## src/hdl/latency_aware_dispatch_arbiter_macros.svh

```systemverilog
// ----------------------------------------------------------------------------
// Dispatch arbiter assertion macros
// Assertion helpers used by the dispatch arbiter top module.
// ----------------------------------------------------------------------------
`ifndef LATENCY_AWARE_DISPATCH_ARBITER_MACROS_SVH
`define LATENCY_AWARE_DISPATCH_ARBITER_MACROS_SVH

`ifndef ASSERT_OFF
`define LADARB_ASSERT_IMP(lbl, a, b) \
  lbl: assert property (@(posedge clk) disable iff (rst) (a) |-> (b)) \
    else $error("dispatch arbiter: same-cycle check failed");
`define LADARB_ASSERT_NXT(lbl, a, b) \
  lbl: assert property (@(posedge clk) disable iff (rst) (a) |=> (b)) \
    else $error("dispatch arbiter: next-cycle check failed");
`else
`define LADARB_ASSERT_IMP(lbl, a, b)
`define LADARB_ASSERT_NXT(lbl, a, b)
`endif

`endif

```

## src/hdl/ladarb_ram.sv

```systemverilog
// ----------------------------------------------------------------------------
// Generic RAM
// One write port and one read port with registered read data.
// ----------------------------------------------------------------------------
module ladarb_ram #(
  parameter int WIDTH = 24,
  parameter int DEPTH = 128
) (
  input  logic                     clk,
  input  logic                     we,
  input  logic [$clog2(DEPTH)-1:0] waddr,
  input  logic [WIDTH-1:0]         wdata,
  input  logic                     re,
  input  logic [$clog2(DEPTH)-1:0] raddr,
  output logic [WIDTH-1:0]         rdata
);

  logic [WIDTH-1:0] mem [DEPTH];

  always_ff @(posedge clk) begin
    if (we) begin
      mem[waddr] <= wdata;
    end
    if (re) begin
      rdata <= mem[raddr];
    end
  end

endmodule

```

## config.mk

```make
export PLATFORM = sky130hd
export DESIGN_NAME = ladarb_ram
export DESIGN_NICKNAME = d
export VERILOG_FILES = /design/src/hdl/latency_aware_dispatch_arbiter_macros.svh /design/src/hdl/ladarb_ram.sv
export SDC_FILE = /design/constraint.sdc
export NUM_CORES = 2
export LEC_CHECK = 0
export BUFFER_PORTS_ARGS = -buffer_cell sky130_fd_sc_hd__buf_2
export CAP_MARGIN = 0
export CORE_ASPECT_RATIO = 0.9
export CORE_MARGIN = 2
export CORE_UTILIZATION = 50
export CTS_CLUSTER_SIZE = 8
export DETAILED_ROUTE_END_ITERATION = 8
export PLACE_DENSITY_LB_ADDON = 0.15
export SLEW_MARGIN = 20
export SYNTH_ARGS = -nofsm -noshare
export SYNTH_HDL_FRONTEND = slang
export SYNTH_SLANG_ARGS = --single-unit
```

## constraint.sdc

```tcl
create_clock -name clk -period 3.7 [get_ports clk]
set_input_delay 0.925 -clock clk [delete_from_list [all_inputs] [get_ports clk]]
set_output_delay 0.925 -clock clk [all_outputs]
set_load 0.02 [all_outputs]
```

## After elaboration in Yosys (flattened, before gate mapping)

Memories as Yosys holds them, arrays and structs flattened. A register that Yosys moved wholly into a read port is not among the register bits.
Cells that the tools add are included.

| storage, ports and cells | value |
|---|---|
| register bits | 0 |
| latch bits | 0 |
| memory bits (writable) | 3072 |
| memory bits (read-only) | 0 |
| input bits | 41 |
| output and inout bits | 24 |
| logic and storage cells | 3 |
| memories kept | 1 |

Memories:

| memory | words | width | read ports | clocked after memory_dff | wr ports | RTL line | source |
|---|---|---|---|---|---|---|---|
| mem | 128 | 24 | 1 | 1 | 1 | ladarb_ram.sv:18 | `logic [WIDTH-1:0] mem [DEPTH];` |

| operators by class | value |
|---|---|
| $add $sub $neg | 0 |
| multiply operators | 0 |
| div/mod/pow operators | 0 |
| $lt $le $gt $ge | 0 |
| eq/ne operators | 0 |
| shifts and indexed selects | 0 |
| multiplexer cells | 2 |
| bitwise logic cells | 0 |
| reduce and logical (&&, ||, !) cells | 0 |

Operators by type and width:

| cell | number |
|---|---|
| 1-bit two-way mux | 2 |

## Logic depth before layout (Yosys ltp)

| logic depth | value |
|---|---|
| depth after elaboration | 2 |
| mapped depth | 8 |
| depth with buffers taken out | 4 |

## Least setup slack after synthesis

OpenSTA, ideal clock, no wires.

| path | value |
|---|---|
| kind | input -> register |
| start | in raddr[0] |
| end | reg rdata[0] (read register of mem) (data pin) |
| setup time | 0.260 ns |
| data arrival time | 3.442 ns |
| required time | 3.440 ns |
| setup slack | -0.001 ns |
| stages | 7 |
| cells stage by stage | clkbuf_1 buf_2 clkbuf_1 mux4_2 mux4_2 mux4_2 mux2_2 |

RTL lines:

| what | RTL line | source |
|---|---|---|
| start, declared | ladarb_ram.sv:14 | `input logic [$clog2(DEPTH)-1:0] raddr,` |
| end, declared | ladarb_ram.sv:15 | `output logic [WIDTH-1:0] rdata` |

==> metrics.md <==
| Metric | Value |
|---|---|
| Synth Flop Type | `edfxtp_1` |
| Via/cell ratio | `6.53` |
| RSZ-0062 raised after global routing | `false` |
| Final hold vios | `0` |
| CTS sink cnt | `3096` |
| Syn Area/Cell | `25.9 µm²` |
| Die X-Extent | `515 µm` |
| IO Port Bufs | `64` |
| DR iter-0 viols | `7429` |
| Setup Fix Bufs, Post-CTS | `0` |
| Data required, critical path | `4.41 ns` |
| Post-CTS resize count | `0` |
| Synth Area in Simple Gates | `0.593%` |
| Routed wire length | `309 mm` |
| Asr flop ratio synth | `0%` |
| Crit start category | `input port` |
| Register area share after synthesis | `79.0%` |
| Hold buffers post-CTS | `0` |
| Post-DP HPWL | `178 mm` |
| Clock root buffer | `clkbuf_16` |
| Synth Cell Area | `0.118 mm²` |
| Net Count, Synth | `4579` |
| Synth Area in XOR/XNOR | `0%` |
| Clk_skew | `0.0639 ns` |
| Post-Place Setup Slack | `-0.394 ns` |
| # DRC | `0` |
| Largest net degree at the start of global routing | `82` |
| Number of synthesized flops with an enable pin | `3096` |
| Power density cells | `roughly 550 mW/mm²` |
| Seq cells post-synth | `3096` |
| Starting density of the core | `about half` |
| Final slew viol count | `0` |
| Worst path arrival time | `3.83 ns` |
| Worst-path clk slew | `0.05 ns` |
| Layout cell share with drive strength beyond 1 | `40.5%` |
| Status | `finished clean` |
| Die Span Y | `464 µm` |
| Cell taking the most area after synthesis | `edfxtp_1` |
| Largest cells by area after synthesis | `edfxtp_1, mux4_2, clkbuf_1` |
| Die area | `0.239 mm²` |
| Area share of fa/ha/maj cells after synthesis | `0%` |
| Final Setup Violations | `0` |
| Placer Congestion | `0.801` |
| CTS buffer count | `437` |
| Overall routing resource usage | `26.2%` |
| H-tree depth | `5` |
| Core Region | `0.233 mm²` |
| Peak supply drop | `0.000417 V` |
| Fmax | `between 300 and 400 MHz` |
| Final worst path period share | `84.2%` |
| Avg WL per Cell | `approximately 37 µm` |
| Rows | `168` |
| Largest family of logic cells by synthesized area | `multiplexers` |
| Skew-Pair Late Insertion Delay | `0.96 ns` |
| Clk buf depth | `4` |
| Fin nets | `5300` |
| Worst Max-Slew Pin Slew | `1.12 ns` |
| Setup WS post-layout | `0.586 ns` |
| Most instantiated cells after synthesis | `edfxtp_1, mux4_2, clkbuf_1` |
| Final critical-path required period | `about 3.1 ns` |
| Syn. warnings | `0` |
| First-pass GRT wire length | `432 mm` |
| # IOs | `65` |
| Fillers | `16000` |
| Post-synth top area share | `79.0%` |
| Max Cap Viol | `0` |
| Cells after Synth | `4538` |
| Layout area overhead | `17.9%` |
| Worst-path maximum fanout | `19` |
| Lkg Pwr | `0.0432 µW` |
| Vias | `54500` |
| Most frequent cell after synthesis | `edfxtp_1` |
| Synth Area in Compound Gates | `0%` |
| Initial antenna violation count | `between 40 and 50` |
| Drt first pass iters | `6` |
| Distinct cells, synth | `15` |
| CP endpoint kind | `flop` |
| Total congestion overflow | `0` |
| Vias in the first global route | `55300` |
| CTS tree | `done` |
| Worst Hold Class | `input port to flop` |
| Final Power | `between 70000 and 80000 µW` |
| Final ANT Viol Nets | `0` |
| Worst slew margin | `between 20% and 30%` |
| Crit path kind | `input port to flop` |
| Final core utilization | `around three fifths` |
| Post-synthesis mux area share | `around a fifth` |
-- sequential cells by signal, indices dropped and copies added, names as in the netlist --
| name | cells |
|---|---|
| rdata | 24 |
| mem | 3072 |
-- layer usage --
layer / vias up / track usage (%) / wire [µm]
li1: 21200 / - / -
met1: 30300 / 38.9 / 127000
met2: 2572 / 39.9 / 145000
met3: 440 / 5.73 / 28800
met4: 4 / 6.96 / 8360
met5: - / 0 / 22
-- layout make-up --
| type | count | area [µm²] | share of cell area [%] |
|---|---|---|---|
| Clock buffer | 446 | 11100 | 8.02 |
| Clock inverter | 3 | 33.8 | 0.0244 |
| Sequential cell | 3096 | 93000 | 67.1 |
| Antenna cell | 14 | 35.0 | 0.0253 |
| Tap cell | 3060 | 3830 | 2.76 |
| Multi-Input combinational cell | 1202 | 24600 | 17.8 |
| Timing Repair Buffer | 522 | 6010 | 4.33 |
-- power by group --
part / total (µW) / switching [µW] / leakage, µW / internal, µW
registers: 39000 / 91.9 / 0.0279 / 38900
logic: 4060 / 2380 / 0.00989 / 1680
clock network: 33900 / 13200 / 0.00549 / 20700
-- final timing paths --
| path | start | end | slack [ns] | cells after the start |
|---|---|---|---|---|
| max | raddr[0] | rdata[10]$_DFFE_PP_ | 0.59 | 8 |
| min | wdata[23] | mem[84][23]$_DFFE_PP_ | 0.50 | 1 |
| max reg2reg | mem[13][4]$_DFFE_PP_ | rdata[4]$_DFFE_PP_ | 0.96 | 4 |
| min reg2reg | mem[125][4]$_DFFE_PP_ | rdata[4]$_DFFE_PP_ | 1.19 | 4 |
-- worst max-delay path, cell delays in order --
cell and delay, ns:
buf_12 0.15, buf_12 0.20, buf_12 0.23, buf_4 0.18, mux4_2 0.51, mux4_2 0.60
mux4_2 0.64, mux2_2 0.31
-- kinds of logic after synthesis --
kind of cell | Yosys count
mux | 1032
flops | 3096
buf+inv | 240
simple gates | 170
-- placed cells by master, fill, tap and decap left out --
cell type | synthesis | routed
nor2b_1 | 7 | 7
edfxtp_1 | 3096 | 3096
clkbuf_1 | 151 | 2
nand2_1 | 14 | 11
clkbuf_16 | 0 | 444
nand4_1 | 3 | 3
mux4_2 | 1008 | 1008
clkinv_8 | 0 | 1
buf_2 | 60 | 34
buf_8 | 0 | 3
nand2_2 | 0 | 3
clkinv_4 | 0 | 1
inv_6 | 0 | 1
nand3_1 | 12 | 8
buf_12 | 0 | 172
nor2_4 | 0 | 119
nand2b_1 | 2 | 2
or3_1 | 1 | 1
nor3_2 | 0 | 9
diode_2 | 0 | 14
nor2_1 | 122 | 3
buf_4 | 0 | 313
nand3_2 | 0 | 4
mux2_2 | 24 | 24
-- stage by stage --
stage	hold WS, ns	instances	setup TNS [ns]	instance area (µm²)
after detailed placement	1.18	7880	-6.65	127000
after floorplan	1.02	4538	0	118000
final	0.502	8343	0	139000
after CTS	0.455	8329	0	139000
after global placement	1.18	7880	-6.70	127000
after global routing	0.483	8335	0	139000
No activity file was read; power rests on OpenSTA's default activity.
