**config.mk**
```make
export PLATFORM = sky130hd
export DESIGN_NAME = ladarb_div
export DESIGN_NICKNAME = d
export VERILOG_FILES = /design/src/hdl/latency_aware_dispatch_arbiter_macros.svh /design/src/hdl/ladarb_pkg.sv /design/src/hdl/ladarb_div.sv
export SDC_FILE = /design/constraint.sdc
export NUM_CORES = 1
export LEC_CHECK = 0
export BUFFER_PORTS_ARGS = -buffer_cell sky130_fd_sc_hd__buf_4
export CORE_MARGIN = 5
export CORE_UTILIZATION = 50
export CTS_BUF_LIST = sky130_fd_sc_hd__clkbuf_4 sky130_fd_sc_hd__clkbuf_8
export DETAILED_ROUTE_END_ITERATION = 8
export PLACE_DENSITY = 0.84
export REMOVE_ABC_BUFFERS = 1
export SLEW_MARGIN = 10
export SYNTH_ARGS = -nofsm -noshare
export SYNTH_HDL_FRONTEND = slang
export SYNTH_SLANG_ARGS = --single-unit
export TNS_END_PERCENT = 50
```
**constraint.sdc**
```tcl
create_clock -name clk -period 4.6 [get_ports clk]
set_input_delay 0.46 -clock clk [delete_from_list [all_inputs] [get_ports clk]]
set_output_delay 0.46 -clock clk [all_outputs]
set_load 0.005 [all_outputs]
```
**src/hdl/latency_aware_dispatch_arbiter_macros.svh**
```systemverilog
// ----------------------------------------------------------------------------
// Dispatch arbiter assertion macros
// Assertion helpers used by the dispatch arbiter top module.
// ----------------------------------------------------------------------------
`ifndef LATENCY_AWARE_DISPATCH_ARBITER_MACROS_SVH
`define LATENCY_AWARE_DISPATCH_ARBITER_MACROS_SVH

`ifndef ASSERT_OFF
`define LADARB_ASSERT_IMP(lbl, a, b) \
  lbl: assert property (@(posedge clk) disable iff (rst) (a) |-> (b)) \
    else $error("dispatch arbiter: same-cycle check failed");
`define LADARB_ASSERT_NXT(lbl, a, b) \
  lbl: assert property (@(posedge clk) disable iff (rst) (a) |=> (b)) \
    else $error("dispatch arbiter: next-cycle check failed");
`else
`define LADARB_ASSERT_IMP(lbl, a, b)
`define LADARB_ASSERT_NXT(lbl, a, b)
`endif

`endif

```
**src/hdl/ladarb_pkg.sv**
```systemverilog
// ----------------------------------------------------------------------------
// Dispatch arbiter package
// Shared widths, register indexes, strategy and kind codes, and cell types.
// ----------------------------------------------------------------------------
package ladarb_pkg;

  localparam int DEF_NUM_SLOTS    = 8;
  localparam int DEF_WINDOW_DEPTH = 16;

  localparam int LAT_W      = 24;
  localparam int SLOT_IDX_W = 4;
  localparam int HEAD_W     = 6;
  localparam int FILL_W     = 7;
  localparam int SUM_W      = LAT_W + HEAD_W;
  localparam int CNT_W      = 32;

  localparam logic [2:0] REG_STRATEGY   = 3'd0;
  localparam logic [2:0] REG_SLOT_COUNT = 3'd1;
  localparam logic [2:0] REG_SLOT_KINDS = 3'd2;
  localparam logic [2:0] REG_PRESENT    = 3'd3;
  localparam logic [2:0] REG_ALIVE      = 3'd4;

  localparam logic [2:0] STRAT_FASTEST      = 3'd0;
  localparam logic [2:0] STRAT_GPU_BACKFILL = 3'd1;
  localparam logic [2:0] STRAT_NPU_BACKFILL = 3'd2;
  localparam logic [2:0] STRAT_GPU_ONLY     = 3'd3;
  localparam logic [2:0] STRAT_NPU_ONLY     = 3'd4;

  localparam logic [1:0] KIND_OTHER = 2'd0;
  localparam logic [1:0] KIND_GPU   = 2'd1;
  localparam logic [1:0] KIND_NPU   = 2'd2;

  localparam logic [2:0] PHASE_LAST = 3'd4;
  localparam logic [2:0] PREF_PICKS = 3'd4;

  typedef struct packed {
    logic                  fast_found;
    logic [SLOT_IDX_W-1:0] fast_idx;
    logic [LAT_W-1:0]      fast_avg;
    logic                  ap_found;
    logic [SLOT_IDX_W-1:0] ap_idx;
    logic                  kind_found;
    logic [SLOT_IDX_W-1:0] kind_idx;
  } scan_t;

  typedef struct packed {
    logic [HEAD_W-1:0] head;
    logic [FILL_W-1:0] fill;
    logic [SUM_W-1:0]  sum;
    logic [LAT_W-1:0]  avg;
    logic [CNT_W-1:0]  total;
    logic [CNT_W-1:0]  failed;
  } cell_stat_t;

  typedef struct packed {
    logic                  we;
    logic [SLOT_IDX_W-1:0] slot;
    cell_stat_t            stat;
  } cell_upd_t;

endpackage

```
**src/hdl/ladarb_div.sv**
```systemverilog
// ----------------------------------------------------------------------------
// Window average divider
// Restoring divider that retires one quotient bit per cycle.
// ----------------------------------------------------------------------------
module ladarb_div (
  input  logic                       clk,
  input  logic                       rst,
  input  logic                       start,
  input  logic [ladarb_pkg::SUM_W-1:0]  dividend,
  input  logic [ladarb_pkg::FILL_W-1:0] divisor,
  output logic                       done,
  output logic [ladarb_pkg::LAT_W-1:0]  quotient
);
  import ladarb_pkg::*;

  localparam int STEP_W = $clog2(SUM_W + 1);

  logic              busy;
  logic [STEP_W-1:0] step;
  logic [SUM_W-1:0]  dvd;
  logic [FILL_W-1:0] rem;
  logic [FILL_W-1:0] dvs;
  logic [FILL_W:0]   trial;
  logic              fits;

  assign trial    = {rem, dvd[SUM_W-1]};
  assign fits     = trial >= {1'b0, dvs};
  assign quotient = dvd[LAT_W-1:0];

  always_ff @(posedge clk) begin
    if (rst) begin
      busy <= 1'b0;
      done <= 1'b0;
      step <= '0;
    end else begin
      done <= 1'b0;
      if (start) begin
        busy <= 1'b1;
        step <= '0;
        dvd  <= dividend;
        rem  <= '0;
        dvs  <= divisor;
      end else if (busy) begin
        rem  <= fits ? FILL_W'(trial - {1'b0, dvs}) : trial[FILL_W-1:0];
        dvd  <= {dvd[SUM_W-2:0], fits};
        step <= step + STEP_W'(1);
        if (step == STEP_W'(SUM_W - 1)) begin
          busy <= 1'b0;
          done <= 1'b1;
        end
      end
    end
  end

endmodule

```
# == Word level (Yosys, flattened, before mapping) ==
# Cells that the tools add are included.
# totals
regBits,51
latchBits,0
ramBits,0
rom_bits,0
in_bits,40
out_inout_bits,25
memories,0
# op_classes
n_addsub,2
mul,0
div,0
order_cmp,1
n_eq_ne,1
n_shift,0
n_mux,8
n_bitwise,2
n_reduce_logical,5
# ops
op,n
30-bit 2-to-1 mux,2
7-bit 2-to-1 mux,2
8-bit by 7-bit >= comparator with 1-bit output,1
7-bit subtractor,1
5-bit by 1-bit adder with 5-bit output (second input constant),1
5-bit == test (second input constant),1
1-bit 2-to-1 mux,4
2-bit AND reduction,2
3-bit OR reduction,1
1-bit NOT,2
2-bit nonzero test,1
2-bit OR reduction,1

# == Longest topological paths before layout ==
# depth
ltp_word,4
depth_mapped,8

# == Worst setup path before layout ==
# OpenSTA, ideal clock, no wires.
# synth_path
path_kind,input to register
from,input start
to,"register dvd[0], enable pin"
setup_time_ps,431
t_arrival_ps,2397
setup_slack_ps,1771
path_stages,4
path_buffers,2
path_cell_list,buf_6 > buf_2 > nor2_1 > nor2_1
# synth_via
elab_chain_len,2
# synth_rtl
element,line,rtl
from (decl),ladarb_div.sv:8,"input logic start,"
2-bit nonzero test (no line),--,
2-bit AND reduction (no line),--,
to (signal assigned),ladarb_div.sv:40,dvd <= dividend;
to (signal assigned),ladarb_div.sv:45,"dvd <= {dvd[SUM_W-2:0], fits};"
to (decl),ladarb_div.sv:20,logic [SUM_W-1:0] dvd;
# Every way passes these cells.
# A chain may end at the register's enable or synchronous reset.

# == Final worst setup path ==
# layout_path
from,register dvd[29]
to,register rem[6] (data pin)
# layout_via
elab_chain_len,3
word_cells_on_any_way,4
classes_between,1 x add/sub; 1 x order compare; 2 x mux
# layout_rtl
element,line,rtl
7-bit subtractor or 8-bit by 7-bit >= comparator with 1-bit output (tied branches),"ladarb_div.sv:44, ladarb_div.sv:27",
7-bit 2-to-1 mux *,ladarb_div.sv:44,"rem <= fits ? FILL_W'(trial - {1'b0, dvs}) : trial[FILL_W-1:0];"
7-bit 2-to-1 mux *,ladarb_div.sv:43,end else if (busy) begin
to (signal assigned),ladarb_div.sv:44,
to (decl),ladarb_div.sv:21,logic [FILL_W-1:0] rem;
# Every way passes the cells marked *; elsewhere a longest branch is shown, timed or not. The select of a mux whose other input is x is not followed.

==> impl_metrics.toml <==
[outcome]
outcome = "finished, final reports clean"

[power_and_ir_drop]
peakVddDrop_mv = 0.247
leakage_nw = 1.24
finalPower_mw = 1.07
power_density_mw_per_mm2 = 341

[synth]
synthCells = 207
syn_avg_cell_area_sq_um = 13.0
netlist-cell-type-count = 45
ys_async_sr_fraction_pct = 0
ys_seq_area_share_pct = 54.4
synth_edf_count = 44
synth_area_sq_mm = 0.00269
ys_ff_latch = 51
ys_warn_count = 0
ys.flop_type = "edfxtp_1"

[floorplan]
core_area_sq_mm = 0.00517
die_w_um = 83.3
dieArea_sq_mm = 0.00694
start_util_pct = 52.0
num_rows = 26
die_height_um = 83.3
ioPinCount = 65

[route]
wl_per_cell_um = 15.9
drt-initial-drc-count = 118
drc = 0
viasPerCell = 5.19
drtPass1Iterations = 5
antenna_left = 0
wl_mm = 5.05
vias = 1652

[timing]
post-route-period-util_pct = 47.7
report.final.slew_viol_count = 0
slew_headroom_pct = 33.0
max_clock_freq_ghz = 0.455
post-route-min-period_ns = 2.20
hold_slack_ns = 0.338
setup_viol = 0
rsz0062_at_grt = "no"
worst_pin_slew_ns = 1.00
fin_tns_setup_ns = 0
fin_worst_skew_ns = 0.00875
hold_viol = 0

[clock_network]
post_cts_buffers = 0
numCtsBuffers = 5
cts_tree = "done"
ctsHoldBuffers = 0
cts_max_level = 2
cts_buffer_depth = 2
clk_pin_slew_ns = 0.09
cts_resized = 0
root_buffer = "clkbuf_8"
cts_sinks = 51
insertion_delay_ns = 0.29

[placement]
post_dp_cell_area_sq_mm = 0.00304
io_buffer_count = 64
finalWeightedCongestion = 0.816
dpl.hpwl_mm = 3.77

[global_routing]
grt_max_degree = 40
gr-usage-all-layers_pct = 14.2
antenna_found_initial = 0
grt_pass1_vias = 1670
grt_pass1_wl_mm = 7.91
grt.overflow.total = 0

[layout]
area_growth_pct = 17.2
final_cell_mix = "64 x buf_4, 44 x edfxtp_1, 30 x mux2_2"
drive_gt1_share_pct = 44.8
antenna_cells = 0
fin_nets = 297
design_area_sq_mm = 0.00315
mostFrequentLayoutCell = "buf_4"

[setup_path]
critPathLaunch = "dvd[29]"
start_kind = "flop"
r2r-start = "dvd[29]"
rrSetupSlack_ns = 2.40
critPathKind = "reg2reg"
path_max_fanout = 7
cp.required_ns = 4.66
worstPathArrival_ns = 2.25
end_kind = "flop"

[hold_path]
hold_path_class = "in2reg"
hp-start = "divisor[5]"

[job]
maxCapViolCount = 0
## through the flow
step / std cells / setup WS (ns) / utilization [%]
2_1_floorplan: 176 / 2.10 / -
3_3_place_gp: 310 / 2.43 / 58.7
3_5_place_dp: 310 / 2.38 / 58.7
4_1_cts: 318 / 2.40 / 60.9
5_1_grt: 318 / 2.30 / 60.9
6_report: 318 / 2.40 / 60.9
## power breakdown
part	switching, mW	leakage (nW)	internal, mW	total (mW)
Combinational	0.0968	0.709	0.107	0.204
Sequential	0.0168	0.477	0.542	0.559
Clock	0.136	0.0593	0.175	0.310
## synth_stat cells (2+ instances only)
master	instances	share of area, %
nand4_1	3	0.70
nor2b_1	2	0.47
a21oi_1	7	1.3
inv_1	11	1.5
o21ai_0	2	0.37
nor3_1	2	0.37
xnor2_1	3	0.98
nor2_1	13	1.8
o21a_1	3	0.84
nand3_1	6	1.1
buf_4	25	7.0
ha_1	9	4.2
edfxtp_1	44	49
dfxtp_1	7	5.2
mux2_2	30	13
o21ai_1	3	0.56
and3_1	2	0.47
xor2_1	3	0.98
buf_6	2	0.84
a211oi_1	4	1.1
buf_1	2	0.28
## layer usage
| metal | global-route usage (%) | vias up | wire length [um] |
|---|---|---|---|
| li1 | - | 812 | - |
| met1 | 16.7 | 791 | 2040 |
| met2 | 25.2 | 45 | 2680 |
| met3 | 4.26 | 4 | 291 |
| met4 | 3.57 | 0 | 41 |
| met5 | 0 | - | 0 |
## critical path, stage by stage (launching register included)
cell       delay (ns)
edfxtp_1         0.36
inv_1            0.05
ha_1             0.22
fa_1             0.39
nand2b_1         0.17
o2bb2ai_2        0.17
a31o_4           0.27
and3_1           0.17
o21a_1           0.17
## path summary, 6_finish.rpt
| kind | end | depth (start not counted) |
|---|---|---|
| worst max-delay path | rem[6] | 8 |
| worst min-delay path | dvs[5] | 1 |
| worst max register to register | rem[6] | 8 |
| worst min register to register | step[1] | 2 |
## cell families (layout without fill, tap and decap cells)
logic type | after synthesis | count (layout) | synth area share (%)
flip-flops | 51 | 51 | 54.4
multiplexers | 32 | 32 | 13.5
AND/OR/NAND/NOR | 37 | 37 | 7.17
buffers and inverters | 43 | 84 | 10.1
adder cells (fa/ha/maj) | 10 | 10 | 4.93
AO/OA/AOI/OAI | 28 | 28 | 7.87
XOR/XNOR | 6 | 6 | 1.96
## flip-flops by register name, summed over array words and instances (netlist names)
register	cells
busy	1
done	1
dvd	30
dvs	7
rem	7
step	5
## layout make-up
type / instances / area, sq um
multi-input combinational: 113 / 961
clock buffer: 7 / 83.8
fill: 401 / 2020
timing repair buffer: 64 / 480
inverter: 12 / 46.3
clock inverter: 1 / 30.0
tap: 70 / 87.6
sequential: 51 / 1460
Power figures use the tool's default switching activity.
