<file path="src/hdl/latency_aware_dispatch_arbiter_macros.svh">
// ----------------------------------------------------------------------------
// Dispatch arbiter assertion macros
// Assertion helpers used by the dispatch arbiter top module.
// ----------------------------------------------------------------------------
`ifndef LATENCY_AWARE_DISPATCH_ARBITER_MACROS_SVH
`define LATENCY_AWARE_DISPATCH_ARBITER_MACROS_SVH

`ifndef ASSERT_OFF
`define LADARB_ASSERT_IMP(lbl, a, b) \
  lbl: assert property (@(posedge clk) disable iff (rst) (a) |-> (b)) \
    else $error("dispatch arbiter: same-cycle check failed");
`define LADARB_ASSERT_NXT(lbl, a, b) \
  lbl: assert property (@(posedge clk) disable iff (rst) (a) |=> (b)) \
    else $error("dispatch arbiter: next-cycle check failed");
`else
`define LADARB_ASSERT_IMP(lbl, a, b)
`define LADARB_ASSERT_NXT(lbl, a, b)
`endif

`endif

</file>
<file path="src/hdl/ladarb_pkg.sv">
// ----------------------------------------------------------------------------
// Dispatch arbiter package
// Shared widths, register indexes, strategy and kind codes, and cell types.
// ----------------------------------------------------------------------------
package ladarb_pkg;

  localparam int DEF_NUM_SLOTS    = 8;
  localparam int DEF_WINDOW_DEPTH = 16;

  localparam int LAT_W      = 24;
  localparam int SLOT_IDX_W = 4;
  localparam int HEAD_W     = 6;
  localparam int FILL_W     = 7;
  localparam int SUM_W      = LAT_W + HEAD_W;
  localparam int CNT_W      = 32;

  localparam logic [2:0] REG_STRATEGY   = 3'd0;
  localparam logic [2:0] REG_SLOT_COUNT = 3'd1;
  localparam logic [2:0] REG_SLOT_KINDS = 3'd2;
  localparam logic [2:0] REG_PRESENT    = 3'd3;
  localparam logic [2:0] REG_ALIVE      = 3'd4;

  localparam logic [2:0] STRAT_FASTEST      = 3'd0;
  localparam logic [2:0] STRAT_GPU_BACKFILL = 3'd1;
  localparam logic [2:0] STRAT_NPU_BACKFILL = 3'd2;
  localparam logic [2:0] STRAT_GPU_ONLY     = 3'd3;
  localparam logic [2:0] STRAT_NPU_ONLY     = 3'd4;

  localparam logic [1:0] KIND_OTHER = 2'd0;
  localparam logic [1:0] KIND_GPU   = 2'd1;
  localparam logic [1:0] KIND_NPU   = 2'd2;

  localparam logic [2:0] PHASE_LAST = 3'd4;
  localparam logic [2:0] PREF_PICKS = 3'd4;

  typedef struct packed {
    logic                  fast_found;
    logic [SLOT_IDX_W-1:0] fast_idx;
    logic [LAT_W-1:0]      fast_avg;
    logic                  ap_found;
    logic [SLOT_IDX_W-1:0] ap_idx;
    logic                  kind_found;
    logic [SLOT_IDX_W-1:0] kind_idx;
  } scan_t;

  typedef struct packed {
    logic [HEAD_W-1:0] head;
    logic [FILL_W-1:0] fill;
    logic [SUM_W-1:0]  sum;
    logic [LAT_W-1:0]  avg;
    logic [CNT_W-1:0]  total;
    logic [CNT_W-1:0]  failed;
  } cell_stat_t;

  typedef struct packed {
    logic                  we;
    logic [SLOT_IDX_W-1:0] slot;
    cell_stat_t            stat;
  } cell_upd_t;

endpackage

</file>
<file path="src/hdl/ladarb_cell.sv">
// ----------------------------------------------------------------------------
// Slot cell
// Holds one slot's statistics and passes the selection scan to its neighbor.
// ----------------------------------------------------------------------------
module ladarb_cell #(
  parameter int IDX = 0
) (
  input  logic                   clk,
  input  logic                   rst,
  input  logic                   in_use,
  input  logic                   alive,
  input  logic                   present,
  input  logic [1:0]             kind,
  input  logic [1:0]             want_kind,
  input  ladarb_pkg::scan_t      scan_in,
  output ladarb_pkg::scan_t      scan_out,
  input  ladarb_pkg::cell_upd_t  upd,
  output ladarb_pkg::cell_stat_t stat
);
  import ladarb_pkg::*;

  localparam logic [SLOT_IDX_W-1:0] MY_IDX = SLOT_IDX_W'(IDX);

  scan_t scan_next;
  logic  live;

  assign live = in_use && alive && present;

  always_comb begin
    scan_next = scan_in;
    if (live && stat.fill != '0 && (!scan_in.fast_found || stat.avg < scan_in.fast_avg)) begin
      scan_next.fast_found = 1'b1;
      scan_next.fast_idx   = MY_IDX;
      scan_next.fast_avg   = stat.avg;
    end
    if (live && !scan_in.ap_found) begin
      scan_next.ap_found = 1'b1;
      scan_next.ap_idx   = MY_IDX;
    end
    if (in_use && kind == want_kind && !scan_in.kind_found) begin
      scan_next.kind_found = 1'b1;
      scan_next.kind_idx   = MY_IDX;
    end
  end

  always_ff @(posedge clk) begin
    if (rst) begin
      scan_out <= '0;
      stat     <= '0;
    end else begin
      scan_out <= scan_next;
      if (upd.we && upd.slot == MY_IDX) begin
        stat <= upd.stat;
      end
    end
  end

endmodule

</file>
<file path="config.mk">
export PLATFORM = sky130hd
export DESIGN_NAME = ladarb_cell
export DESIGN_NICKNAME = d
export VERILOG_FILES = /design/src/hdl/latency_aware_dispatch_arbiter_macros.svh /design/src/hdl/ladarb_pkg.sv /design/src/hdl/ladarb_cell.sv
export SDC_FILE = /design/constraint.sdc
export NUM_CORES = 1
export LEC_CHECK = 0
export BUFFER_PORTS_ARGS = -buffer_cell sky130_fd_sc_hd__buf_2
export CAP_MARGIN = 20
export CORE_AREA = 2 2 159 176
export CTS_CLUSTER_DIAMETER = 150
export CTS_CLUSTER_SIZE = 20
export DETAILED_ROUTE_END_ITERATION = 10
export DIE_AREA = 0 0 161 178
export GPL_TIMING_DRIVEN = 0
export PLACE_DENSITY = 0.58
export SETUP_SLACK_MARGIN = 0.02
export SLEW_MARGIN = 10
export SYNTH_ARGS = -nofsm -noshare
export SYNTH_HDL_FRONTEND = slang
export SYNTH_SLANG_ARGS = --single-unit
</file>
<file path="constraint.sdc">
create_clock -name clk -period 2.6 [get_ports clk]
set_clock_uncertainty 0.2 [all_clocks]
set_input_delay 0.13 -clock clk [delete_from_list [all_inputs] [get_ports clk]]
set_output_delay 0.13 -clock clk [all_outputs]
set_load 0.01 [all_outputs]
</file>
After elaboration in Yosys (flattened, before gate mapping)
Index checks and enable logic that the tools add are counted.
{"block": "totals", "ff_bits": 170, "latchBits": 0, "ram_bits": 0, "romBits": 0, "input_bits": 184, "out_inout_bits": 170, "wordCells": 35, "n_memories": 0}
{"block": "classes", "addsub": 0, "mul": 0, "n_div": 0, "order_cmp": 1, "n_eq_ne": 1, "n_shift": 0, "muxes": 3, "bitwise_logic": 0, "reduce_logical": 17}
{"cell": "two-way mux 29 bit", "count": 1}
{"cell": "less-than comparator 24 bit", "count": 1}
{"cell": "two-way mux 5 bit", "count": 2}
{"cell": "logical AND 1 bit", "count": 8}
{"cell": "nonzero test 7 bit", "count": 1}
{"cell": "OR reduction 2 bit", "count": 3}
{"cell": "logical NOT 4 bit", "count": 1}
{"cell": "logical NOT 1 bit", "count": 3}
{"cell": "== test 2 bit", "count": 1}
{"cell": "logical OR 1 bit", "count": 1}

Logic depth before layout (Yosys ltp)
Gate-level depths: netlist of run 1.
{"block": "depth", "ltp_word": 5, "ltp_mapped": 10, "ltp_nobuf": 8}

Worst setup path after synthesis of run 1
Ideal clock, no wire load.
{"block": "synth_path", "path_kind": "flip-flop to flip-flop", "from": "register stat[86] (netlist bit)", "to": "register scan_out[17] (netlist bit)", "setup_ns": 0.072, "arrival_time_ns": 2.032, "slack_ns": 0.296, "stages_incl_launch_ff": 10, "path_buffers": 2, "cell_sequence": "dfxtp_1 -> ha_1 -> a21oi_2 -> nand2_1 -> a221oi_2 -> o211ai_1 -> a221oi_2 -> buf_6 -> buf_12 -> mux2i_1"}
{"block": "synth_between", "elab_chain_len": 4}
{"element": "start: declaration", "line_no": "ladarb_cell.sv:18", "text": "output ladarb_pkg::cell_stat_t stat"}
{"element": "start signal: assignment", "line_no": "ladarb_cell.sv:53", "text": "stat <= upd.stat;"}
{"element": "less-than comparator 24 bit", "line_no": "ladarb_cell.sv:31", "text": "if (live && stat.fill != '0 && (!scan_in.fast_found || stat.avg < scan_in.fast_avg)) begin"}
{"element": "logical OR 1 bit", "line_no": "ladarb_cell.sv:31"}
{"element": "logical AND 1 bit", "line_no": "ladarb_cell.sv:31"}
{"element": "two-way mux 29 bit", "line_no": "ladarb_cell.sv:31"}
{"element": "end signal: assignment", "line_no": "ladarb_cell.sv:51", "text": "scan_out <= scan_next;"}
{"element": "end: declaration", "line_no": "ladarb_cell.sv:16", "text": "output ladarb_pkg::scan_t scan_out,"}
No other way between the ends.
A chain may end at the register's enable or synchronous reset.

Worst setup path in the final report of run 1
{"block": "layout_path", "from": "input port scan_in[33] (netlist bit)", "to": "register scan_out[31] (netlist bit)"}
{"block": "layout_between", "elab_chain_len": 4}
{"element": "start: declaration", "line_no": "ladarb_cell.sv:15", "text": "input ladarb_pkg::scan_t scan_in,"}
{"element": "less-than comparator 24 bit", "line_no": "ladarb_cell.sv:31"}
{"element": "logical OR 1 bit", "line_no": "ladarb_cell.sv:31"}
{"element": "logical AND 1 bit", "line_no": "ladarb_cell.sv:31"}
{"element": "two-way mux 29 bit", "line_no": "ladarb_cell.sv:31"}
No other way between the ends.

==> flow_metrics.py, run 1 <==
metrics = {
    "outcome": {
        "status": "complete, no violations",
    },
    "detailed_routing": {
        "dr.pass1.iters": 4,
        "drtIter0Drc": 265,
        "vias_per_cell": 4.26,
        "avgRoutedWirePerCell_um": 14.4,
        "drcViolationCount": 0,
        "drt-total-wl_um": 24900,
        "vias": 7354,
        "ant_nets": 0,
    },
    "power_and_ir_drop": {
        "powerDensity_nw_per_um2": 530,
        "total_power_uw": 5960,
        "vdd_drop_max_mv": 0.305,
        "total_leakage_power_uw": 0.00507,
    },
    "finish": {
        "finish.instance_area_sq_um": 11200,
        "fillerInstances": 2706,
        "regArea_sq_um": 3400,
        "final_cells": 1726,
        "layout-drive-gt1-share_pct": 29.2,
        "syn_to_final_growth_pct": 69.8,
        "multiInputGateArea_sq_um": 2860,
        "nets": 1563,
    },
    "synthesis": {
        "synthCells": 803,
        "synth_top_flop_cell": "dfxtp_1",
        "synth_warnings": 0,
        "yosysTopAreaCell": "dfxtp_1",
        "synth.avg_cell_area_sq_um": 8.24,
        "synth_nets": 1010,
        "synth_top_area_share_pct": 51.4,
        "synth_edf_count": 0,
        "synthTopCellsByCount": "271 x nand2_1, 170 x dfxtp_1, 142 x a21oi_1",
        "async_reset_ff_share_pct": 0,
        "synth_most_common_cell": "nand2_1",
        "ys_ff_latch": 170,
        "ys_seq_area_share_pct": 51.4,
        "synthesis.area_sq_um": 6620,
        "netlist_top_cells_area": "dfxtp_1 51%, nand2_1 15%, a21oi_1 11%",
        "ys_types": 29,
    },
    "sta": {
        "rsz0062_at_grt": "no",
        "finalCriticalPeriod_ns": 2.45,
        "tightest_slew_ns": 0.949,
        "setup_violations": 0,
        "final-max-slew-violation-count": 0,
        "whs_ns": 0.0997,
        "fin_setup_tns_ns": 0,
        "slew_headroom_pct": 36.7,
        "hold_viol": 0,
        "fin_crit_sh_pct": 94.2,
        "max_freq_ghz": 0.408,
    },
    "hold_path": {
        "hold_class": "input port to register",
        "hold_path_depth": 4,
    },
    "global_routing": {
        "grt_pass1_vias": 7309,
        "grt_use_total_pct": 16.7,
        "overflow": 0,
        "grt_antenna_before_repair": 1,
        "grt_pass1_wl_um": 37400,
        "grt_max_degree": 17,
    },
    "floorplan": {
        "std_cell_rows": 63,
        "fp.dieArea_sq_um": 28700,
        "die_w_um": 161,
        "die_y_um": 178,
        "io_pins": 354,
        "initial_utilization_pct": 24.7,
        "core-area_sq_um": 26800,
    },
    "place": {
        "hpwl_um": 17200,
        "globalplace.congestion": 0.800,
        "port_buffers": 352,
        "post-place-cells": 1512,
        "dpl_cell_area_sq_um": 8820,
    },
    "cts": {
        "clk_pin_slew_ns": 0.06,
        "cts_buffers": 17,
        "cts_tree": "yes",
        "clockBufferDepth": 2,
        "worstSkewPairLatency_ns": 0.42,
        "h-tree-depth": 4,
        "cts_sinks": 170,
        "cts-root-buf": "clkbuf_16",
    },
    "critical_path": {
        "path_max_fanout": 10,
        "crit_type": "input port to register",
        "startpoint_type": "input port",
        "cp.arrival_ns": 2.59,
        "reg2reg_depth": 9,
        "crit_required_ns": 2.74,
        "crit_path_end_kind": "register",
    },
    "flow_run": {
        "maxCapViolCount": 0,
    },
}
## metal layers
metal | up-vias | share of wire (%) | global-route usage, %
met5 | - | 0 | 0
met4 | 0 | 2.0 | 5.92
met3 | 32 | 5.6 | 3.84
met2 | 272 | 51 | 30.3
met1 | 3353 | 41 | 19.2
li1 | 3697 | - | -
## layout make-up
cell class / count / share of cell area, %
clock inverter: 8 / 1.07
multi-input combinational: 554 / 25.5
timing repair buffer: 534 / 32.0
tap: 357 / 3.98
clock buffer: 23 / 4.08
antenna: 1 / 0.0223
sequential: 170 / 30.3
inverter: 26 / 0.869
buffer: 53 / 2.24
## cell families (layout without fill, tap and decap cells)
logic type	count (synthesis)	count (layout)	synth area share, %
other	0	1	0
multiplexers	24	24	3.63
AND/OR/NAND/NOR	352	352	22.9
adder cells (fa/ha/maj)	23	23	4.35
AO/OA/AOI/OAI	153	153	12.1
XOR/XNOR	2	2	0.265
flip-flops	170	170	51.4
buffers and inverters	79	644	5.28
## path summary, 6_finish.rpt
path                                             start                      end  slack (ns)
worst min-delay path                             alive  scan_out[38]$_SDFF_PP0_         0.1
worst max-delay path                       scan_in[33]  scan_out[31]$_SDFF_PP0_        0.15
worst max register to register   stat[81]$_SDFFE_PP0P_  scan_out[31]$_SDFF_PP0_        0.19
worst min register to register  stat[117]$_SDFFE_PP0P_   stat[117]$_SDFFE_PP0P_        0.25
## flip-flops by register name (all words and copies together) (netlist names)
name,flops
scan_out,39
stat,131
## placed cells by master (no fill, tap or decap)
cell type / Yosys / layout
o211ai_1: 1 / 1
clkbuf_16: 0 / 17
diode_2: 0 / 1
clkbuf_1: 39 / 44
buf_2: 10 / 362
a21oi_2: 1 / 1
a211oi_1: 1 / 1
xnor2_1: 2 / 2
inv_1: 26 / 26
dfxtp_2: 0 / 1
nor3_1: 1 / 1
nand2b_1: 49 / 49
dfxtp_1: 170 / 169
buf_1: 1 / 1
ha_1: 23 / 23
dlygate4sd3_1: 0 / 180
nand2_1: 271 / 271
nand3_1: 5 / 5
mux2i_1: 24 / 24
a21o_1: 1 / 1
buf_4: 0 / 1
a221oi_2: 2 / 2
clkinvlp_4: 0 / 2
and2_1: 9 / 9
a211o_1: 1 / 1
clkbuf_8: 0 / 1
clkinv_2: 0 / 3
nor4_1: 2 / 2
buf_6: 1 / 1
nor3b_1: 4 / 4
buf_12: 2 / 3
o21a_1: 1 / 1
bufinv_16: 0 / 3
nor2_1: 6 / 6
nand4_1: 3 / 3
nor3_2: 2 / 2
o21ai_0: 3 / 3
a21oi_1: 142 / 142
## where the power goes
| part | total (uW) | internal, uW | switching, uW |
|---|---|---|---|
| logic | 682 | 392 | 289 |
| registers | 2690 | 2660 | 24.7 |
| clock network | 2590 | 1530 | 1060 |
| total | 5960 | 4590 | 1370 |
## worst max-delay path, cell delays in order
cell and delay [ns]:
dlygate4sd3_1 0.55, buf_2 0.14, inv_1 0.05, ha_1 0.32, nand4_1 0.15, nor3_2 0.08
a221oi_2 0.23, o211ai_1 0.14, a221oi_2 0.29, buf_6 0.18, buf_12 0.14, mux2i_1 0.19
## through the flow
step	setup WS, ns	utilization (%)
floorplan	0.296	-
global placement	0.104	32.9
detailed placement	0.0318	32.9
CTS	0.0498	41.8
global route	0.0192	41.9
finish	0.151	41.9
## timing repair
item | in CTS | in global routing
endpoints found under the hold margin | 170 | 0
hold buffers | 180 | 0
endpoints found under the setup margin | 1 | 20
gates resized for setup | 1 | 0
buffers inserted | 0 | 2
pin swaps | 0 | 1
No activity file was read; power rests on OpenSTA's default activity.
==> run 2: changes to the inputs <==
--- a/config.mk
+++ b/config.mk
@@ -12,7 +12,6 @@
 export CTS_CLUSTER_SIZE = 20
 export DETAILED_ROUTE_END_ITERATION = 10
 export DIE_AREA = 0 0 161 178
-export GPL_TIMING_DRIVEN = 0
 export PLACE_DENSITY = 0.58
 export SETUP_SLACK_MARGIN = 0.02
 export SLEW_MARGIN = 10
==> run 2 against run 1 <==
Against the previous run:
- critical path depth is the same
- largest power group unchanged
- worst hold slack lost 0.061 ns
- highest routed layer unchanged
- first-iteration DRC count grew 15%
- maximum frequency shrank 0.87%
- register-to-register slack lost 0.02 ns
- via count shrank 1.3%
==> flow_metrics.py, run 2 (same netlist as run 1, synthesis figures left out) <==
metrics = {
    "sta": {
        "final-max-slew-violation-count": 0,
        "slew_headroom_pct": 54.9,
        "fin_crit_sh_pct": 95.0,
        "setup_violations": 0,
        "tightest_slew_ns": 0.676,
        "hold_viol": 0,
        "rsz0062_at_grt": "no",
        "layout_setup_ws_ns": 0.129,
        "finalCriticalPeriod_ns": 2.47,
        "max_freq_ghz": 0.405,
        "fin_setup_tns_ns": 0,
    },
    "global_routing": {
        "overflow": 0,
        "grt_max_degree": 132,
        "grt_use_total_pct": 15.5,
        "grt_pass1_wl_um": 35600,
        "grt_pass1_vias": 7065,
        "grt_antenna_before_repair": 0,
    },
    "detailed_routing": {
        "drt-total-wl_um": 23400,
        "dr.pass1.iters": 5,
        "vias": 7258,
        "drcViolationCount": 0,
        "avgRoutedWirePerCell_um": 13.8,
        "vias_per_cell": 4.28,
        "ant_nets": 0,
        "drtIter0Drc": 304,
    },
    "power_and_ir_drop": {
        "intPower_uw": 4460,
        "p_seq_share_pct": 45.8,
        "switching_share_pct": 23.9,
        "power_frac_clock_pct": 42.6,
        "net-switching-power_uw": 1400,
        "combPwrFrac_pct": 11.6,
        "total_leakage_power_uw": 0.00512,
        "vdd_drop_max_mv": 0.353,
        "powerDensity_nw_per_um2": 519,
    },
    "finish": {
        "top_register": "stat",
        "nets": 1534,
        "fillerInstances": 2646,
        "reg_top3": "stat: 131 flops, scan_out: 39 flops",
        "layout_commonest_cell": "buf_2",
        "mostFrequentLayoutCells": "352 x buf_2, 270 x nand2_1, 191 x dlygate4sd3_1",
        "largest_reg_flops": 131,
        "antennaDiodeCount": 0,
        "layout-drive-gt1-share_pct": 30.3,
        "syn_to_final_growth_pct": 70.6,
        "final_core_util_pct": 42.1,
    },
    "cts": {
        "cts_buffers": 17,
        "clk_pin_slew_ns": 0.07,
        "cts_sinks": 170,
        "cts-root-buf": "clkbuf_16",
        "h-tree-depth": 4,
        "worstSkewPairLatency_ns": 0.42,
        "clockBufferDepth": 2,
        "cts_tree": "yes",
    },
    "critical_path": {
        "cp_slowest_cell": "dlygate4sd3_1",
        "reg2reg_slack_ns": 0.17,
        "worstPathCellList": "dlygate4sd3_1 > buf_2 > inv_1 > ha_1 > a21oi_1 > nor2_1 > a211oi_1 > o211ai_1 > a221oi_4 > buf_4 > clkbuf_16 > mux2i_1",
        "worst-path-buf-inv": 5,
        "cp.arrival_ns": 2.62,
        "path_max_fanout": 9,
        "max_stage_delay_ns": 0.52,
        "crit_path_end_kind": "register",
        "cp_top_family": "buffers and inverters",
        "crit_required_ns": 2.75,
        "startpoint_type": "input port",
        "crit_type": "input port to register",
    },
    "place": {
        "hpwl_um": 14800,
        "place_ws_ns": 0.167,
        "globalplace.congestion": 0.791,
        "port_buffers": 353,
    },
    "floorplan": {
        "fp.dieArea_sq_um": 28700,
        "std_cell_rows": 63,
        "core-area_sq_um": 26800,
        "initial_utilization_pct": 24.7,
        "io_pins": 354,
        "die_w_um": 161,
        "die_y_um": 178,
    },
    "flow_run": {
        "maxCapViolCount": 0,
    },
    "hold_path": {
        "hold_class": "input port to register",
    },
    "outcome": {
        "status": "complete, no violations",
    },
}
[run 2: changes by cell type in the layout (fill, tap and decap cells not counted), sizes merged, moves of 2 or more]
cell	change
dlygate4sd3	+11
clkinv	+4
bufinv	-2
clkbuf	-39
buf	-2
[run 2: cell type report]
cell class,count,area (sq um),share of cell area [%]
clock inverters,10,92.6,0.820
repair buffers,558,3870,34.3
flip-flops and latches,170,3400,30.1
inverters,26,97.6,0.865
clock buffers,22,474,4.20
multi-input cells,554,2900,25.7
well taps,357,447,3.96
[run 2: final timing paths]
kind,start,endpoint,depth (start not counted)
max,scan_in[27],scan_out[17]$_SDFF_PP0_,12
min,rst,scan_out[36]$_SDFF_PP0_,2
max reg2reg,stat[81]$_SDFFE_PP0P_,scan_out[17]$_SDFF_PP0_,9
min reg2reg,stat[61]$_SDFFE_PP0P_,stat[61]$_SDFFE_PP0P_,2
[run 2: timing repair]
item,4_1_cts,5_1_grt
resized for setup,0,5
hold buffers,191,0
endpoints found under the hold margin,170,0
endpoints found under the setup margin,0,27
buffers inserted,0,2
[run 2: metrics by stage]
step           hold slack, ns  instance area [sq um]  total power [uW]  instances
4_1_cts               0.00626                  11200              5940       1694
3_5_place_dp            0.133                   8750              3190       1471
5_1_grt                0.0432                  11300              6120       1697
3_3_place_gp            0.132                   8750              3190       1471
2_1_floorplan          0.0517                   6620              2940        803
6_report               0.0386                  11300              5860       1697
[run 2: power groups by stage]
stage	registers, uW	clock network (uW)	logic [uW]
floorplan	2780	0	164
global placement	2740	0	447
detailed placement	2740	0	448
CTS	2680	2590	667
global route	2690	2690	736
finish	2690	2500	679
[run 2: per-layer routing]
| layer | share of wire [%] | track usage [%] | up-vias |
|---|---|---|---|
| li1 | - | - | 3634 |
| met1 | 41 | 17.5 | 3342 |
| met2 | 52 | 28.2 | 251 |
| met3 | 5.6 | 3.98 | 31 |
| met4 | 1.9 | 5.17 | 0 |
| met5 | 0 | 0 | - |
==> run 3: changes to the inputs <==
--- a/config.mk
+++ b/config.mk
@@ -5,14 +5,14 @@
 export SDC_FILE = /design/constraint.sdc
 export NUM_CORES = 1
 export LEC_CHECK = 0
-export BUFFER_PORTS_ARGS = -buffer_cell sky130_fd_sc_hd__buf_2
 export CAP_MARGIN = 20
 export CORE_AREA = 2 2 159 176
 export CTS_CLUSTER_DIAMETER = 150
 export CTS_CLUSTER_SIZE = 20
 export DETAILED_ROUTE_END_ITERATION = 10
 export DIE_AREA = 0 0 161 178
-export PLACE_DENSITY = 0.58
+export DONT_BUFFER_PORTS = 1
+export PLACE_DENSITY = 0.47
 export SETUP_SLACK_MARGIN = 0.02
 export SLEW_MARGIN = 10
 export SYNTH_ARGS = -nofsm -noshare
==> constraint.sdc (replaced) <==
create_clock -name clk -period 2.7 [get_ports clk]
set_clock_uncertainty 0.2 [all_clocks]
set_input_delay 0.135 -clock clk [delete_from_list [all_inputs] [get_ports clk]]
set_output_delay 0.135 -clock clk [all_outputs]
set_load 0.01 [all_outputs]
==> run 3 against run 2 <==
Against the previous run:
- core utilization shrank 6.9 points
- critical path depth shrank 4
- worst setup slack gained 0.11 ns
- flip-flop and latch count is the same
==> flow_metrics.py, run 3 (same netlist as run 1, synthesis figures left out) <==
metrics = {
    "critical_path": {
        "crit_required_ns": 2.85,
        "cp_slowest_cell": "a221oi_4",
        "crit_path_end_kind": "register",
        "reg2reg_slack_ns": 0.23,
        "r2r-end": "scan_out[24]$_SDFF_PP0_",
        "worstPathCellList": "ha_1 > a21oi_1 > o21ai_0 > a221oi_2 > o211ai_1 > a221oi_4 > buf_12 > mux2i_1",
        "max_stage_delay_ns": 0.38,
        "reg2reg_depth": 8,
        "r2r-start": "stat[77]$_SDFFE_PP0P_",
        "startpoint_type": "register",
        "crit_type": "register to register",
        "path_max_fanout": 21,
        "cp.arrival_ns": 2.62,
    },
    "cts": {
        "cts_hold_buf": 180,
        "cts_tree": "yes",
        "post-cts-setup-buffers": 0,
        "h-tree-depth": 4,
        "worstSkewPairLatency_ns": 0.43,
        "clk_pin_slew_ns": 0.07,
        "cts_resized": 0,
        "cts-root-buf": "clkbuf_16",
        "cts_sinks": 170,
        "cts_buffers": 17,
        "clockBufferDepth": 2,
    },
    "global_routing": {
        "gr-max-usage-layer": "met2",
        "grt_pass1_vias": 5925,
        "overflow": 0,
        "grt_use_total_pct": 14.6,
        "grt_pass1_wl_um": 32700,
        "use_met1_pct": 16.2,
        "grt_util_met3_pct": 6.00,
        "grt_antenna_before_repair": 0,
        "grt_max_degree": 149,
        "use_met2_pct": 25.3,
    },
    "place": {
        "hpwl_um": 13900,
        "dpl_cell_area_sq_um": 6990,
        "port_buffers": 0,
        "globalplace.congestion": 0.738,
    },
    "power_and_ir_drop": {
        "vdd_drop_max_mv": 0.363,
        "total_leakage_power_uw": 0.00356,
        "powerDensity_nw_per_um2": 598,
    },
    "hold_path": {
        "hold_path_depth": 4,
        "hp-start": "upd[135]",
        "whs_endpoint": "stat[26]$_SDFFE_PP0P_",
        "hold_class": "input port to register",
    },
    "floorplan": {
        "die_y_um": 178,
        "initial_utilization_pct": 24.7,
        "std_cell_rows": 63,
        "core-area_sq_um": 26800,
        "io_pins": 354,
        "fp.dieArea_sq_um": 28700,
        "die_w_um": 161,
    },
    "finish": {
        "top_register": "stat",
        "layout-drive-gt1-share_pct": 5.92,
        "syn_to_final_growth_pct": 42.7,
        "nets": 1174,
        "finish.instance_area_sq_um": 9440,
        "fillerInstances": 2777,
        "largest_reg_flops": 131,
        "mostFrequentLayoutCells": "270 x nand2_1, 179 x dlygate4sd3_1, 170 x dfxtp_1",
        "layout_commonest_cell": "nand2_1",
        "antennaDiodeCount": 0,
        "final_core_util_pct": 35.2,
        "reg_top3": "stat: 131 flops, scan_out: 39 flops",
    },
    "sta": {
        "slew_headroom_pct": 36.3,
        "rsz0062_at_grt": "no",
        "max_freq_ghz": 0.406,
        "setup_violations": 0,
        "final-max-slew-violation-count": 0,
        "fin_crit_sh_pct": 91.3,
        "finalCriticalPeriod_ns": 2.47,
        "hold_viol": 0,
        "tightest_slew_ns": 0.956,
        "fin_setup_tns_ns": 0,
    },
    "detailed_routing": {
        "drtIter0Drc": 405,
        "drt-total-wl_um": 21600,
        "drcViolationCount": 0,
        "dr.pass1.iters": 4,
        "vias_per_cell": 4.42,
        "avgRoutedWirePerCell_um": 16.2,
        "vias": 5907,
        "ant_nets": 0,
    },
    "outcome": {
        "status": "complete, no violations",
    },
    "flow_run": {
        "maxCapViolCount": 0,
    },
}
## run 3: cell types whose count changed in the layout (fill, tap and decap cells not counted), sizes merged
cell	delta
buf	-347
bufinv	+2
clkbuf	-3
clkinv	-4
clkinvlp	+1
dlygate4sd3	-12
inv	+3
## run 3: where the power goes
| group | total, uW | leakage (uW) | switching (uW) | internal [uW] |
|---|---|---|---|---|
| clock network | 2640 | 0.000305 | 1100 | 1550 |
| registers | 2630 | 0.00138 | 64.1 | 2570 |
| logic | 372 | 0.00187 | 152 | 220 |
## run 3: final cells by class
class	count	area (sq um)	area share [%]
clock buffer	20	467	4.94
clock inverter	12	161	1.71
inverter	26	97.6	1.03
multi-input combinational	554	2880	30.6
sequential	170	3400	36.1
tap	357	447	4.73
timing repair buffer	198	1980	21.0
## run 3: worst max-delay path by stage
| stage | startpoint | to |
|---|---|---|
| floorplan | stat[86]$_SDFFE_PP0P_ | scan_out[17]$_SDFF_PP0_ |
| global placement | stat[83]$_SDFFE_PP0P_ | scan_out[29]$_SDFF_PP0_ |
| detailed placement | stat[83]$_SDFFE_PP0P_ | scan_out[24]$_SDFF_PP0_ |
| CTS | stat[77]$_SDFFE_PP0P_ | scan_out[24]$_SDFF_PP0_ |
| global route | stat[77]$_SDFFE_PP0P_ | scan_out[25]$_SDFF_PP0_ |
| finish | stat[77]$_SDFFE_PP0P_ | scan_out[24]$_SDFF_PP0_ |
## run 3: worst max-delay path, delay by kind of cell (launching register included)
kind	cells	cell delay (ns)
compound gates	5	1.12
flops	1	0.31
fa+ha+maj	1	0.28
buf+inv	1	0.23
mux	1	0.22
## run 3: metrics by stage
stage / setup slack, ns / hold slack, ns / power (uW) / std cells
finish: 0.234 / 0.0319 / 5640 / 1337
CTS: 0.195 / 0.00666 / 5730 / 1337
floorplan: 0.396 / 0.0567 / 2830 / 803
detailed placement: 0.214 / 0.0248 / 2840 / 1125
global placement: 0.269 / 0.0227 / 2840 / 1125
global route: 0.0974 / 0.0394 / 5860 / 1337
## run 3: metal layers
metal	vias up	share of wire, %
met2	259	50
met4	0	1.7
li1	2918	-
met1	2713	39
met3	17	9.4
met5	-	0
